## config.mk

```make
export PLATFORM = sky130hd
export DESIGN_NAME = motor_speed_ramp
export DESIGN_NICKNAME = d
export VERILOG_FILES = /design/src/hw/rtl/msr_pkg.sv /design/src/hw/rtl/msr_cfg_regs.sv /design/src/hw/rtl/msr_ramp_calc.sv /design/src/hw/rtl/motor_speed_ramp.sv
export SDC_FILE = /design/constraint.sdc
export NUM_CORES = 1
export LEC_CHECK = 0
export BUFFER_PORTS_ARGS = -buffer_cell sky130_fd_sc_hd__clkbuf_2
export CORE_ASPECT_RATIO = 0.9
export CORE_MARGIN = 2
export CORE_UTILIZATION = 52
export DETAILED_ROUTE_END_ITERATION = 7
export PLACE_DENSITY = 0.71
export SYNTH_ARGS = -nofsm -noshare
export SYNTH_HDL_FRONTEND = slang
export SYNTH_SLANG_ARGS = --single-unit
```

## constraint.sdc

```tcl
create_clock -name clk -period 12.6 [get_ports clk]
set_clock_uncertainty 0.1 [all_clocks]
set_input_delay 1.89 -clock clk [delete_from_list [all_inputs] [get_ports clk]]
set_output_delay 1.89 -clock clk [all_outputs]
set_load 0.01 [all_outputs]
```

## src/hw/rtl/msr_pkg.sv

```systemverilog
// Shared types, codes and widths for the motor speed ramp.
// No dependencies; the RTL files refer to it by scoped names, the testbench imports it.
package msr_pkg;

  localparam int SPEED_W = 16;
  localparam int DIR_W   = 2;
  localparam int IN_DATA_W  = 24;
  localparam int OUT_DATA_W = 24;
  localparam int CFG_ADDR_W = 1;

  localparam logic [SPEED_W-1:0] SPEED_MAX = '1;
  localparam logic [SPEED_W-1:0] STEP_RESET = 16'd16;
  localparam logic [SPEED_W-1:0] MIN_DRIVE_RESET = 16'd0;

  typedef enum logic [DIR_W-1:0] {
    DIR_STOP = 2'd0,
    DIR_FWD  = 2'd1,
    DIR_BWD  = 2'd2
  } dir_t;

  typedef enum logic {
    OP_SET  = 1'b0,
    OP_TICK = 1'b1
  } op_t;

  typedef enum logic [CFG_ADDR_W-1:0] {
    CFG_STEP_SIZE = 1'b0,
    CFG_MIN_DRIVE = 1'b1
  } cfg_idx_t;

  // Motion state: where the motor is and where it is headed.
  typedef struct packed {
    logic [SPEED_W-1:0] speed;
    dir_t               dir;
    logic [SPEED_W-1:0] goal_speed;
    dir_t               goal_dir;
  } motion_t;

  // Configuration values seen by the ramp logic.
  typedef struct packed {
    logic [SPEED_W-1:0] step_size;
    logic [SPEED_W-1:0] min_drive;
  } cfg_t;

  // Outcome of one tick.
  typedef struct packed {
    logic               active;
    logic [SPEED_W-1:0] speed;
    dir_t               dir;
    logic               settled;
  } tick_t;

  // Map a raw direction code onto a legal direction; the unused code means stop.
  function automatic dir_t to_dir(input logic [DIR_W-1:0] code);
    dir_t d;
    case (code)
      DIR_FWD: d = DIR_FWD;
      DIR_BWD: d = DIR_BWD;
      default: d = DIR_STOP;
    endcase
    return d;
  endfunction

endpackage

```

## src/hw/rtl/msr_cfg_regs.sv

```systemverilog
// Configuration registers of the motor speed ramp: step size and minimum drive.
// Depends on msr_pkg.
module msr_cfg_regs (
  input  logic                              clk,
  input  logic                              rst_n,
  input  logic                              cfg_we,
  input  logic [msr_pkg::CFG_ADDR_W-1:0]    cfg_addr,
  input  logic [msr_pkg::SPEED_W-1:0]       cfg_wdata,
  output msr_pkg::cfg_t                     cfg
);

  logic [msr_pkg::SPEED_W-1:0] step_r;
  logic [msr_pkg::SPEED_W-1:0] min_r;

  // Write the addressed register
  always_ff @(posedge clk) begin
    if (!rst_n) begin
      step_r <= msr_pkg::STEP_RESET;
      min_r  <= msr_pkg::MIN_DRIVE_RESET;
    end else if (cfg_we) begin
      case (msr_pkg::cfg_idx_t'(cfg_addr))
        msr_pkg::CFG_STEP_SIZE: step_r <= cfg_wdata;
        msr_pkg::CFG_MIN_DRIVE: min_r  <= cfg_wdata;
        default: ;
      endcase
    end
  end

  assign cfg.step_size = step_r;
  assign cfg.min_drive = min_r;

endmodule

```

## src/hw/rtl/msr_ramp_calc.sv

```systemverilog
// One ramp tick: slew the current speed toward the goal, reversing via a slow-down.
// Depends on msr_pkg; purely combinational.
module msr_ramp_calc (
  input  msr_pkg::motion_t  cur,
  input  msr_pkg::cfg_t     cfg,
  output msr_pkg::tick_t    tick
);

  logic [msr_pkg::SPEED_W-1:0] min_plus;
  logic [msr_pkg::SPEED_W-1:0] up_diff;
  logic [msr_pkg::SPEED_W-1:0] dn_diff;
  logic [msr_pkg::SPEED_W-1:0] nspd;
  msr_pkg::dir_t               ndir;

  // Speed loaded when the direction flips; one above minimum unless stopping or the minimum is the largest speed
  always_comb begin
    min_plus = cfg.min_drive;
    if (cur.goal_dir != msr_pkg::DIR_STOP && cfg.min_drive != msr_pkg::SPEED_MAX)
      min_plus = cfg.min_drive + 16'd1;
  end

  assign up_diff = cur.goal_speed - cur.speed;
  assign dn_diff = cur.speed - cur.goal_speed;

  // Next speed and direction
  always_comb begin
    nspd = cur.speed;
    ndir = cur.dir;
    if (cur.dir != cur.goal_dir) begin
      if (cur.speed < cfg.step_size) begin
        nspd = min_plus;
        ndir = cur.goal_dir;
      end else begin
        nspd = cur.speed - cfg.step_size;
      end
    end else if (cur.speed < cur.goal_speed) begin
      if (up_diff < cfg.step_size) nspd = cur.goal_speed;
      else                         nspd = cur.speed + cfg.step_size;
    end else begin
      if (dn_diff < cfg.step_size) nspd = cur.goal_speed;
      else                         nspd = cur.speed - cfg.step_size;
    end
  end

  assign tick.active  = (cur.speed != cur.goal_speed) || (cur.dir != cur.goal_dir);
  assign tick.speed   = nspd;
  assign tick.dir     = ndir;
  assign tick.settled = (nspd == cur.goal_speed) && (ndir == cur.goal_dir);

endmodule

```

## src/hw/rtl/motor_speed_ramp.sv

```systemverilog
// Top level of the motor speed ramp: input register, motion state, result register.
// Depends on msr_pkg, msr_cfg_regs and msr_ramp_calc.
//
//  channel | dir | beat contents
//  in_     | in  | tuser = op (0 set target, 1 tick); tdata = target speed, direction
//  out_    | out | tdata = drive speed, drive direction, settled
//  cfg_    | in  | write-only: 0 step size, 1 minimum drive
//
// A taken beat waits in the input register and is resolved into the motion state and result
// register once that register can take a new value; one beat per cycle unless the result stalls.
// The motion state and result register update together, so back-to-back ticks chain.
// A stalled result holds the input register; a set beat or a settled tick gives no result.
// Synchronous active-low reset: speeds zero, directions stopped, step 16, minimum 0.
module motor_speed_ramp (
  input  logic                                clk,
  input  logic                                rst_n,
  // input stream
  input  logic                                in_tvalid,
  output logic                                in_tready,
  input  logic [msr_pkg::IN_DATA_W-1:0]       in_tdata,   // [15:0] target_speed, [17:16] target_dir
  input  logic                                in_tuser,   // [0] op
  // result stream
  output logic                                out_tvalid,
  input  logic                                out_tready,
  output logic [msr_pkg::OUT_DATA_W-1:0]      out_tdata,  // [15:0] drive_speed, [17:16] drive_dir, [18] settled
  // configuration
  input  logic                                cfg_we,
  input  logic [msr_pkg::CFG_ADDR_W-1:0]      cfg_addr,
  input  logic [msr_pkg::SPEED_W-1:0]         cfg_wdata
);

  msr_pkg::cfg_t    cfg;
  msr_pkg::motion_t mot_r;
  msr_pkg::motion_t mot_nxt;
  msr_pkg::tick_t   tick;

  logic                        in_valid_r;
  msr_pkg::op_t                in_op_r;
  logic [msr_pkg::SPEED_W-1:0] in_speed_r;
  logic [msr_pkg::DIR_W-1:0]   in_dir_r;

  logic                        out_valid_r;
  logic                        out_valid_nxt;
  logic [msr_pkg::SPEED_W-1:0] out_speed_r;
  msr_pkg::dir_t               out_dir_r;
  logic                        out_settled_r;

  logic proceed;
  logic fire;
  logic emit;

  msr_cfg_regs u_cfg (
    .clk       (clk),
    .rst_n     (rst_n),
    .cfg_we    (cfg_we),
    .cfg_addr  (cfg_addr),
    .cfg_wdata (cfg_wdata),
    .cfg       (cfg)
  );

  msr_ramp_calc u_calc (
    .cur  (mot_r),
    .cfg  (cfg),
    .tick (tick)
  );

  // Resolve the held beat whenever the result register can take a new value
  assign proceed   = !out_valid_r || out_tready;
  assign fire      = in_valid_r && proceed;
  assign emit      = fire && (in_op_r == msr_pkg::OP_TICK) && tick.active;
  assign in_tready = !in_valid_r || proceed;

  // Input register
  always_ff @(posedge clk) begin
    if (!rst_n) begin
      in_valid_r <= 1'b0;
    end else if (in_tready) begin
      in_valid_r <= in_tvalid;
    end
  end

  always_ff @(posedge clk) begin
    if (in_tready && in_tvalid) begin
      in_op_r    <= msr_pkg::op_t'(in_tuser);
      in_speed_r <= in_tdata[msr_pkg::SPEED_W-1:0];
      in_dir_r   <= in_tdata[msr_pkg::SPEED_W +: msr_pkg::DIR_W];
    end
  end

  // Motion state update: set beats load the goal, ticks advance the speed
  always_comb begin
    mot_nxt = mot_r;
    if (fire) begin
      case (in_op_r)
        msr_pkg::OP_SET: begin
          mot_nxt.goal_speed = in_speed_r;
          mot_nxt.goal_dir   = msr_pkg::to_dir(in_dir_r);
        end
        msr_pkg::OP_TICK: begin
          if (tick.active) begin
            mot_nxt.speed = tick.speed;
            mot_nxt.dir   = tick.dir;
          end
        end
        default: ;
      endcase
    end
  end

  always_ff @(posedge clk) begin
    if (!rst_n) begin
      mot_r.speed      <= '0;
      mot_r.dir        <= msr_pkg::DIR_STOP;
      mot_r.goal_speed <= '0;
      mot_r.goal_dir   <= msr_pkg::DIR_STOP;
    end else begin
      mot_r <= mot_nxt;
    end
  end

  // Result register
  always_comb begin
    out_valid_nxt = out_valid_r;
    if (proceed) out_valid_nxt = emit;
  end

  always_ff @(posedge clk) begin
    if (!rst_n) begin
      out_valid_r <= 1'b0;
    end else begin
      out_valid_r <= out_valid_nxt;
    end
  end

  always_ff @(posedge clk) begin
    if (emit) begin
      out_speed_r   <= tick.speed;
      out_dir_r     <= tick.dir;
      out_settled_r <= tick.settled;
    end
  end

  assign out_tvalid = out_valid_r;
  assign out_tdata  = {5'd0, out_settled_r, out_dir_r, out_speed_r};

endmodule

```

==> results.yml, run 1 <==
cells_and_area:
  drive_gt1_share_pct: 11.0
  n_antenna_cell: 0
  nNetsFinal: 1267
  mostFrequentLayoutCells: "nand2_1 (154), ha_1 (93), inv_1 (74)"
  areaGrowthSynthToFinish_pct: 6.77
  final_common_cell: "nand2_1"
grt:
  gr-usage-met2_pct: 41.2
  grt_use_met1_pct: 38.6
  grt_pass1_vias: 7426
  grt_most_used_layer: "met2"
  use_met3_pct: 5.69
  grt_pass1_wl_um: 40700
  grt_start_max_net_pins: 71
  antenna_found_initial: 0
  grt_remaining_overflow: 0
  grt.total_usage_pct: 27.2
detailed_routing:
  dr.pass1.iters: 6
  drtAntennaViolNets: 0
  drc: 0
  vias: 8051
  wl_um: 26400
  routedWlPerCell_um: 19.3
  viasPerCell: 5.89
  dr.first_iter.drc_count: 770
min_path:
  hp-class: "reg -> reg"
  min_to: "u_cfg.step_r[15]"
  hold_depth: 2
  holdCritStartpoint: "u_cfg.step_r[15]"
clock_tree:
  cts_max_level: 3
  cts_tree: "built"
  cts_setup_buffers: 0
  clockBufferDepth: 2
  cts_made_buffers: 9
  clkSinkCount: 108
  cts.repair.resized: 0
  hold_buffers: 0
  clkTransAtPathRegs_ns: 0.08
  clock_latency_ns: 0.36
  cts_root_buf: "clkbuf_16"
placement:
  gp_congestion: 0.962
  place_ws_ns: 5.76
  port_buffers: 61
  dp_hpwl_um: 21100
yosys:
  post-synth-top-area-cell: "dfxtp_1"
  ys_ff_latch: 108
  synth_area_leaders: "dfxtp_1 (15%), ha_1 (12%), edfxtp_1 (12%)"
  postSynth.asyncResetShare_pct: 0
  synthCells: 1105
  synth_top_area_share_pct: 14.9
  synthDistinctLibCells: 83
  ys.flop_type: "dfxtp_1"
  syn_area_per_cell_um2: 8.50
  syn_area_mm2: 0.00939
  seq_area_frac_synth_pct: 27.1
  synth_warnings: 0
  synth-edff-count: 38
setup_path:
  r2r-end: "mot_r[21]"
  worstReg2RegStart: "mot_r[2]"
  crit_arrival_ns: 7.09
  r2r_cells: 24
  start_kind: "flop"
  r2r_slack_ns: 5.71
  required_ns: 12.80
  critPathCaptureType: "flop"
  critical_path_class: "reg -> reg"
  cp_max_fo: 11
floorplan:
  io_pins: 73
  core_region_area_mm2: 0.0177
  start_util_pct: 53.1
  die_area_mm2: 0.0192
  die_width_um: 146
  num_rows: 46
  die_h_um: 131
flow_run:
  cap_violations: 0
timing:
  setup_ws_ns: 5.71
  setup_viol: 0
  relSlewSlack_pct: 21.2
  period_needed_ns: 6.89
  slew_viol_final: 0
  rsz0062_at_grt: "no"
  tns_ns: 0
  period_share_pct: 54.7
  hold_violations: 0
  fmax_mhz: 145
  worstMarginPinSlew_ns: 1.18
outcome:
  status: "finished, final reports clean"
==> routing by layer <==
layer	part of all wire (%)	routed length [µm]
met1	47	12300
met2	43	11400
met3	7.8	2050
met4	2.6	677
met5	0	0
==> synth_stat cells, drive strengths merged, types with 29 or more instances <==
cell type	instances
a21boi	52
a21oi	68
buf	31
clkbuf	29
dfxtp	70
edfxtp	38
ha	93
inv	74
nand2	155
nor2	53
nor2b	29
o21ai	32
xnor2	56
==> how the worst max path moves through the flow <==
stage | from | endpoint | cells after the start | slack (ns)
after floorplan | mot_r[21] | out_settled_r | 23 | 7.25
after global placement | mot_r[2] | mot_r[21] | 24 | 5.83
after detailed placement | mot_r[2] | mot_r[21] | 24 | 5.76
after CTS | mot_r[2] | mot_r[21] | 24 | 5.75
after global routing | mot_r[2] | mot_r[21] | 24 | 5.37
final | mot_r[2] | mot_r[21] | 24 | 5.71
==> registers in the layout, summed over array words and instances, names as in the netlist <==
name,cells
u_cfg.step_r,16
in_speed_r,16
in_op_r,1
mot_r,36
out_dir_r,2
out_speed_r,16
out_settled_r,1
in_valid_r,1
in_dir_r,2
out_tvalid,1
u_cfg.min_r,16
==> worst max-delay path: stages, from the launching register on <==
cell	delay, ns
dfxtp_1	0.40
inv_1	0.17
ha_1	0.16
inv_1	0.10
fa_1	0.43
a21o_1	0.19
a21oi_1	0.23
o21bai_1	0.10
a21oi_1	0.23
o21bai_1	0.12
a211oi_1	0.37
o21ai_0	0.23
a31o_2	0.27
a21oi_1	0.18
xnor2_1	0.11
ha_1	0.32
and4_1	0.31
nand4_1	0.14
a2111oi_2	0.52
a2111oi_4	0.17
mux2i_1	0.88
nor2_1	0.07
o41ai_1	0.73
mux2i_1	0.16
nor2b_1	0.13
==> metrics by stage <==
stage               hold WS, ns  cells  instance area (µm²)  util, %
finish                    0.371   1368                10000     56.7
global route              0.398   1368                10000     56.7
floorplan                 0.343   1109                 9410        -
CTS                       0.374   1368                10000     56.7
detailed placement        0.364   1352                 9720     55.0
global placement          0.357   1352                 9720     55.0
==> cells by family after synthesis <==
kind of cell,count (synthesis),synth area share (%)
other,1,0.0399
and+or+nand+nor,348,18.1
adders and majority gates,97,13.2
AOI/OAI and AO/OA,307,24.6
buffers and inverters,134,6.20
DFF,108,27.1
xor gates and xnor gates,78,7.28
muxes,32,3.49
==> area by class of cell <==
| class | instances | area, µm² |
|---|---|---|
| fillers | 1665 | 7640 |
| flip-flops and latches | 108 | 2540 |
| multi-input cells | 867 | 6280 |
| clock inverters | 6 | 63.8 |
| repair buffers | 63 | 320 |
| well taps | 240 | 300 |
| inverters | 74 | 278 |
| clock buffers | 10 | 239 |
Power of run 1 is not shown: default switching activity piles up to over one toggle a cycle in this logic, so the estimate is an artifact.
==> run 2, diff against run 1 <==
--- a/config.mk
+++ b/config.mk
@@ -10,7 +10,7 @@
 export CORE_MARGIN = 2
 export CORE_UTILIZATION = 52
 export DETAILED_ROUTE_END_ITERATION = 7
-export PLACE_DENSITY = 0.71
+export PLACE_DENSITY = 0.73
 export SYNTH_ARGS = -nofsm -noshare
 export SYNTH_HDL_FRONTEND = slang
 export SYNTH_SLANG_ARGS = --single-unit
==> constraint.sdc (replaced) <==
create_clock -name clk -period 5.7 [get_ports clk]
set_clock_uncertainty 0.1 [all_clocks]
set_input_delay 0.855 -clock clk [delete_from_list [all_inputs] [get_ports clk]]
set_output_delay 0.855 -clock clk [all_outputs]
set_load 0.01 [all_outputs]
==> run 2 against run 1 <==
Net effect:
- clock-buffer cell count down 1
- critical path depth up 2
- routed wire length up 5.7%
- first-iteration DRC count down 11%
- register-to-register slack worse by 5.5 ns
- cell area up 5.8%
- core utilization up 3.3 points
- die area unchanged
- sequential cell count unchanged
- non-clock buffer count up 62
- global-route usage up 1.4 points
==> results.yml, run 2 (synthesis gave the netlist of run 1 again) <==
cells_and_area:
  areaGrowthSynthToFinish_pct: 13.0
  drive_gt1_share_pct: 16.9
  final_common_cell: "nand2_1"
  fill_cells: 1640
  largest-register: "mot_r"
  fin_area_mm2: 0.0106
  final_core_util_pct: 60.0
  n_antenna_cell: 0
  nNetsFinal: 1329
  mostFrequentLayoutCells: "nand2_1 (154), ha_1 (92), inv_1 (74)"
  largest_reg_flops: 36
clock_tree:
  clock_latency_ns: 0.36
  clkSinkCount: 108
  cts_made_buffers: 9
  clkTransAtPathRegs_ns: 0.08
  cts_root_buf: "clkbuf_16"
  hold_buffers: 0
  clockBufferDepth: 2
  cts_max_level: 3
  cts_tree: "built"
detailed_routing:
  drc: 0
  dr.pass1.iters: 6
  viasPerCell: 5.91
  wl_um: 27900
  dr.first_iter.drc_count: 686
  routedWlPerCell_um: 19.5
  vias: 8458
  drtAntennaViolNets: 0
setup_path:
  critical_path_class: "reg -> reg"
  required_ns: 5.71
  crit_arrival_ns: 5.45
  cp_max_fo: 4
  worstReg2RegStart: "mot_r[2]"
  crit_family: "compound AO/OA/AOI/OAI gates"
  path_buf_inv: 3
  critPathCaptureType: "flop"
  worst_path_largest_cell_delay_ns: 0.51
  slowest_stage: "or4_1"
  worstSetupStartpoint: "mot_r[2]"
  start_kind: "flop"
flow_run:
  cap_violations: 0
timing:
  hold_violations: 0
  setup_viol: 0
  period_share_pct: 95.4
  slew_viol_final: 0
  relSlewSlack_pct: 22.4
  worstMarginPinSlew_ns: 1.16
  fmax_mhz: 184
  period_needed_ns: 5.44
  tns_ns: 0
grt:
  grt_remaining_overflow: 0
  grt_start_max_net_pins: 71
  grt_pass1_vias: 7880
  grt_pass1_wl_um: 42800
  antenna_found_initial: 0
  grt.total_usage_pct: 28.7
outcome:
  status: "finished, final reports clean"
placement:
  place_area_mm2: 0.0102
  port_buffers: 61
  gp_congestion: 1.01
  dp_hpwl_um: 22200
floorplan:
  start_util_pct: 53.1
  die_width_um: 146
  io_pins: 73
  die_h_um: 131
  core_region_area_mm2: 0.0177
  die_area_mm2: 0.0192
  num_rows: 46
min_path:
  hp-class: "reg -> reg"
  holdCritStartpoint: "u_cfg.step_r[15]"
[run 2: layout make-up]
type / count / area, µm² / share of cell area, %
inverters: 74 / 278 / 2.62
repair buffers: 125 / 786 / 7.41
well taps: 240 / 300 / 2.83
multi-input cells: 867 / 6370 / 60.1
clock inverters: 7 / 103 / 0.967
clock buffers: 9 / 225 / 2.12
flip-flops and latches: 108 / 2540 / 24.0
[run 2: worst paths after layout]
kind / depth (start not counted) / to / slack [ns]
max: 26 / out_settled_r / 0.26
min: 2 / u_cfg.step_r[15] / 0.38
max reg2reg: 26 / out_settled_r / 0.26
min reg2reg: 2 / u_cfg.step_r[15] / 0.38
[run 2: stage by stage]
stage               worst slack (ns)  hold WS [ns]  std cells
finish                         0.260         0.381       1430
global route                 -0.0174         0.411       1430
CTS                           0.0109         0.382       1425
detailed placement            -0.207         0.371       1409
global placement              -0.162         0.356       1409
floorplan                      0.346         0.343       1109
[run 2: what timing repair did]
action / 4_1_cts / 5_1_grt
resized for setup: 3 / 18
buffers inserted: 0 / 5
endpoints found under the setup margin: 3 / 27
pin swaps: 1 / 13
[run 2: worst reg2reg max path, delay by kind of cell (launching register included)]
kind                     cells  cell delay, ns
AO/OA/AOI/OAI               13            2.11
AND/OR/NAND/NOR              5            1.05
adder cells (fa/ha/maj)      3            0.86
multiplexers                 1            0.34
buffers and inverters        3            0.33
flip-flops                   1            0.31
XOR/XNOR                     1            0.10
[run 2: per-layer routing]
| layer | up-vias | routed length, µm | track usage (%) |
|---|---|---|---|
| li1 | 4103 | - | - |
| met1 | 3964 | 12300 | 40.2 |
| met3 | 57 | 2530 | 5.00 |
| met4 | 0 | 1020 | 11.5 |
| met2 | 334 | 12100 | 43.8 |
| met5 | - | 0 | 0 |
Power of run 2 is left out for the same reason.
==> run 3, diff against run 2 <==
--- a/config.mk
+++ b/config.mk
@@ -5,6 +5,8 @@
 export SDC_FILE = /design/constraint.sdc
 export NUM_CORES = 1
 export LEC_CHECK = 0
+export ABC_AREA = 1
+export ABC_CLOCK_PERIOD_IN_PS = 5700
 export BUFFER_PORTS_ARGS = -buffer_cell sky130_fd_sc_hd__clkbuf_2
 export CORE_ASPECT_RATIO = 0.9
 export CORE_MARGIN = 2
==> run 3 against run 2 <==
Net effect:
- critical endpoint unchanged
- largest cell class unchanged
- register-to-register slack better by 0.25 ns
- via count up 16%
- global-route usage up 4.6 points
- critical path depth shrank 2
- the flow now finishes with violations (design-rule violations)
==> results.yml, run 3 <==
detailed_routing:
  dr.pass1.iters: 8
  drc: 2
  viasPerCell: 5.76
  vias: 9845
  dr.first_iter.drc_count: 1138
  wl_um: 32900
  routedWlPerCell_um: 19.3
  drtAntennaViolNets: 0
min_path:
  hp-class: "reg -> reg"
  min_to: "u_cfg.min_r[1]"
  holdCritStartpoint: "u_cfg.min_r[1]"
  hold_depth: 2
placement:
  dp.cells: 1693
  port_buffers: 61
  dp_hpwl_um: 26300
  gp_congestion: 1.06
timing:
  tns_ns: 0
  relSlewSlack_pct: 26.0
  period_needed_ns: 5.19
  slew_viol_final: 0
  holdWs_ns: 0.428
  fmax_mhz: 193
  period_share_pct: 91.1
  setup_viol: 0
  worstMarginPinSlew_ns: 1.11
  hold_violations: 0
  rsz0062_at_grt: "no"
yosys:
  syn_area_per_cell_um2: 6.78
  seq_area_frac_synth_pct: 26.1
  ys.flop_type: "dfxtp_1"
  post-synth-top-area-cell: "dfxtp_1"
  yosys-top-cells-count: "nand2_1 (343), inv_1 (191), nand3_1 (149)"
  postSynth.asyncResetShare_pct: 0
  synth_warnings: 0
  synth_top_area_share_pct: 14.4
  synthCells: 1437
  synthDistinctLibCells: 50
  synth_area_leaders: "dfxtp_1 (14%), nand2_1 (13%), ha_1 (12%)"
  ys_ff_latch: 108
  synth-edff-count: 38
  yosysMostFrequentCell: "nand2_1"
  syn_area_mm2: 0.00974
flow_run:
  cap_violations: 0
floorplan:
  core_region_area_mm2: 0.0184
  die_width_um: 148
  die_area_mm2: 0.0198
  die_h_um: 134
  num_rows: 47
  io_pins: 73
  start_util_pct: 52.9
clock_tree:
  cts_made_buffers: 9
  hold_buffers: 0
  clock_latency_ns: 0.37
  cts.repair.resized: 0
  cts_tree: "built"
  cts_root_buf: "clkbuf_16"
  clkSinkCount: 108
  cts_max_level: 3
  cts_setup_buffers: 0
  clkTransAtPathRegs_ns: 0.08
  clockBufferDepth: 2
grt:
  antenna_found_initial: 1
  grt_pass1_vias: 8884
  grt.total_usage_pct: 33.3
  grt_pass1_wl_um: 50000
  grt_remaining_overflow: 0
  grt_start_max_net_pins: 37
setup_path:
  critical_path_class: "reg -> reg"
  start_kind: "flop"
  cp_max_fo: 18
  r2r_cells: 24
  critPathCaptureType: "flop"
  worstSetupStartpoint: "mot_r[7]"
  r2r_slack_ns: 0.51
  worstReg2RegStart: "mot_r[7]"
  required_ns: 5.81
  r2r-end: "out_settled_r"
  crit_arrival_ns: 5.30
cells_and_area:
  stdcell_count: 1709
  fill_cells: 1866
  n_antenna_cell: 0
  final_common_cell: "nand2_1"
  mostFrequentLayoutCells: "nand2_1 (343), inv_1 (191), nand3_1 (149)"
  largest-register: "mot_r"
  drive_gt1_share_pct: 10.1
  largest_reg_flops: 36
  nNetsFinal: 1603
  areaGrowthSynthToFinish_pct: 6.38
outcome:
  status: "finished, violations left"
  violations: "design-rule violations"
power_and_ir_drop:
  vdd_drop_max_v: 0.000203
  p_leak_nw: 5.10
  power.density_mw_per_mm2: 338
run 3: final cells by class:
| cell class | instances | area [µm²] | share of cell area [%] |
|---|---|---|---|
| timing repair buffer | 74 | 403 | 3.89 |
| multi-input combinational | 1065 | 6050 | 58.4 |
| inverter | 201 | 754 | 7.28 |
| tap | 245 | 307 | 2.96 |
| sequential | 108 | 2540 | 24.5 |
| clock inverter | 6 | 70.1 | 0.676 |
| clock buffer | 10 | 239 | 2.31 |
run 3: worst max-delay path by stage:
stage / to / slack (ns)
finish: out_settled_r / 0.51
global placement: out_settled_r / 0.89
global route: out_settled_r / 0.28
detailed placement: out_settled_r / 0.79
CTS: out_settled_r / 0.73
floorplan: out_settled_r / 2.00
run 3: routing by layer:
metal | global-route usage, % | up-vias | part of all wire (%)
li1 | - | 4718 | -
met1 | 45.9 | 4522 | 42
met2 | 49.5 | 509 | 42
met3 | 9.93 | 94 | 11
met4 | 12.1 | 2 | 3.9
met5 | 0 | - | 0.085
run 3: per-stage QoR:
stage	total power, W	utilization (%)	setup WS, ns	instance area (µm²)
global route	0.00372	56.3	0.276	10400
global placement	0.00273	54.6	0.885	10100
detailed placement	0.00276	54.6	0.794	10100
floorplan	0.00231	-	2.00	9760
finish	0.00350	56.3	0.509	10400
CTS	0.00344	56.3	0.726	10400
run 3: worst max-delay path, cell delays in order (launching register included):
cell,delay [ns]
dfxtp_1,0.51
inv_1,0.23
ha_1,0.52
nand2_2,0.13
nor2_1,0.15
inv_1,0.05
o21ai_0,0.33
inv_1,0.11
o31ai_1,0.26
xor2_1,0.14
ha_1,0.29
nand2_1,0.08
nor4_2,0.33
nand2_2,0.12
nand2_2,0.36
nand2_1,0.23
nand3_1,0.11
nand3_1,0.09
nand2_1,0.22
nand2_1,0.07
nand2_1,0.07
nand2_1,0.05
nor2_1,0.16
nand3_1,0.13
nor2_1,0.17
run 3: power breakdown:
part	switching (W)	internal [W]	total, W
clock network	0.000319	0.000358	0.000677
logic	0.00129	0.000605	0.00190
registers	0.0000563	0.000873	0.000929
total	0.00167	0.00184	0.00350
run 3: cells by family (layout without fill, tap and decap cells):
kind of cell	Yosys count	count (layout)	share of synthesized area [%]
simple gates	646	646	29.2
compound gates	263	263	15.0
fa+ha+maj	97	97	12.8
buf+inv	268	291	12.0
other cells	1	5	0.0385
xor+xnor	54	54	4.85
flops	108	108	26.1
Note: power is estimated with default switching activity, not from simulation.
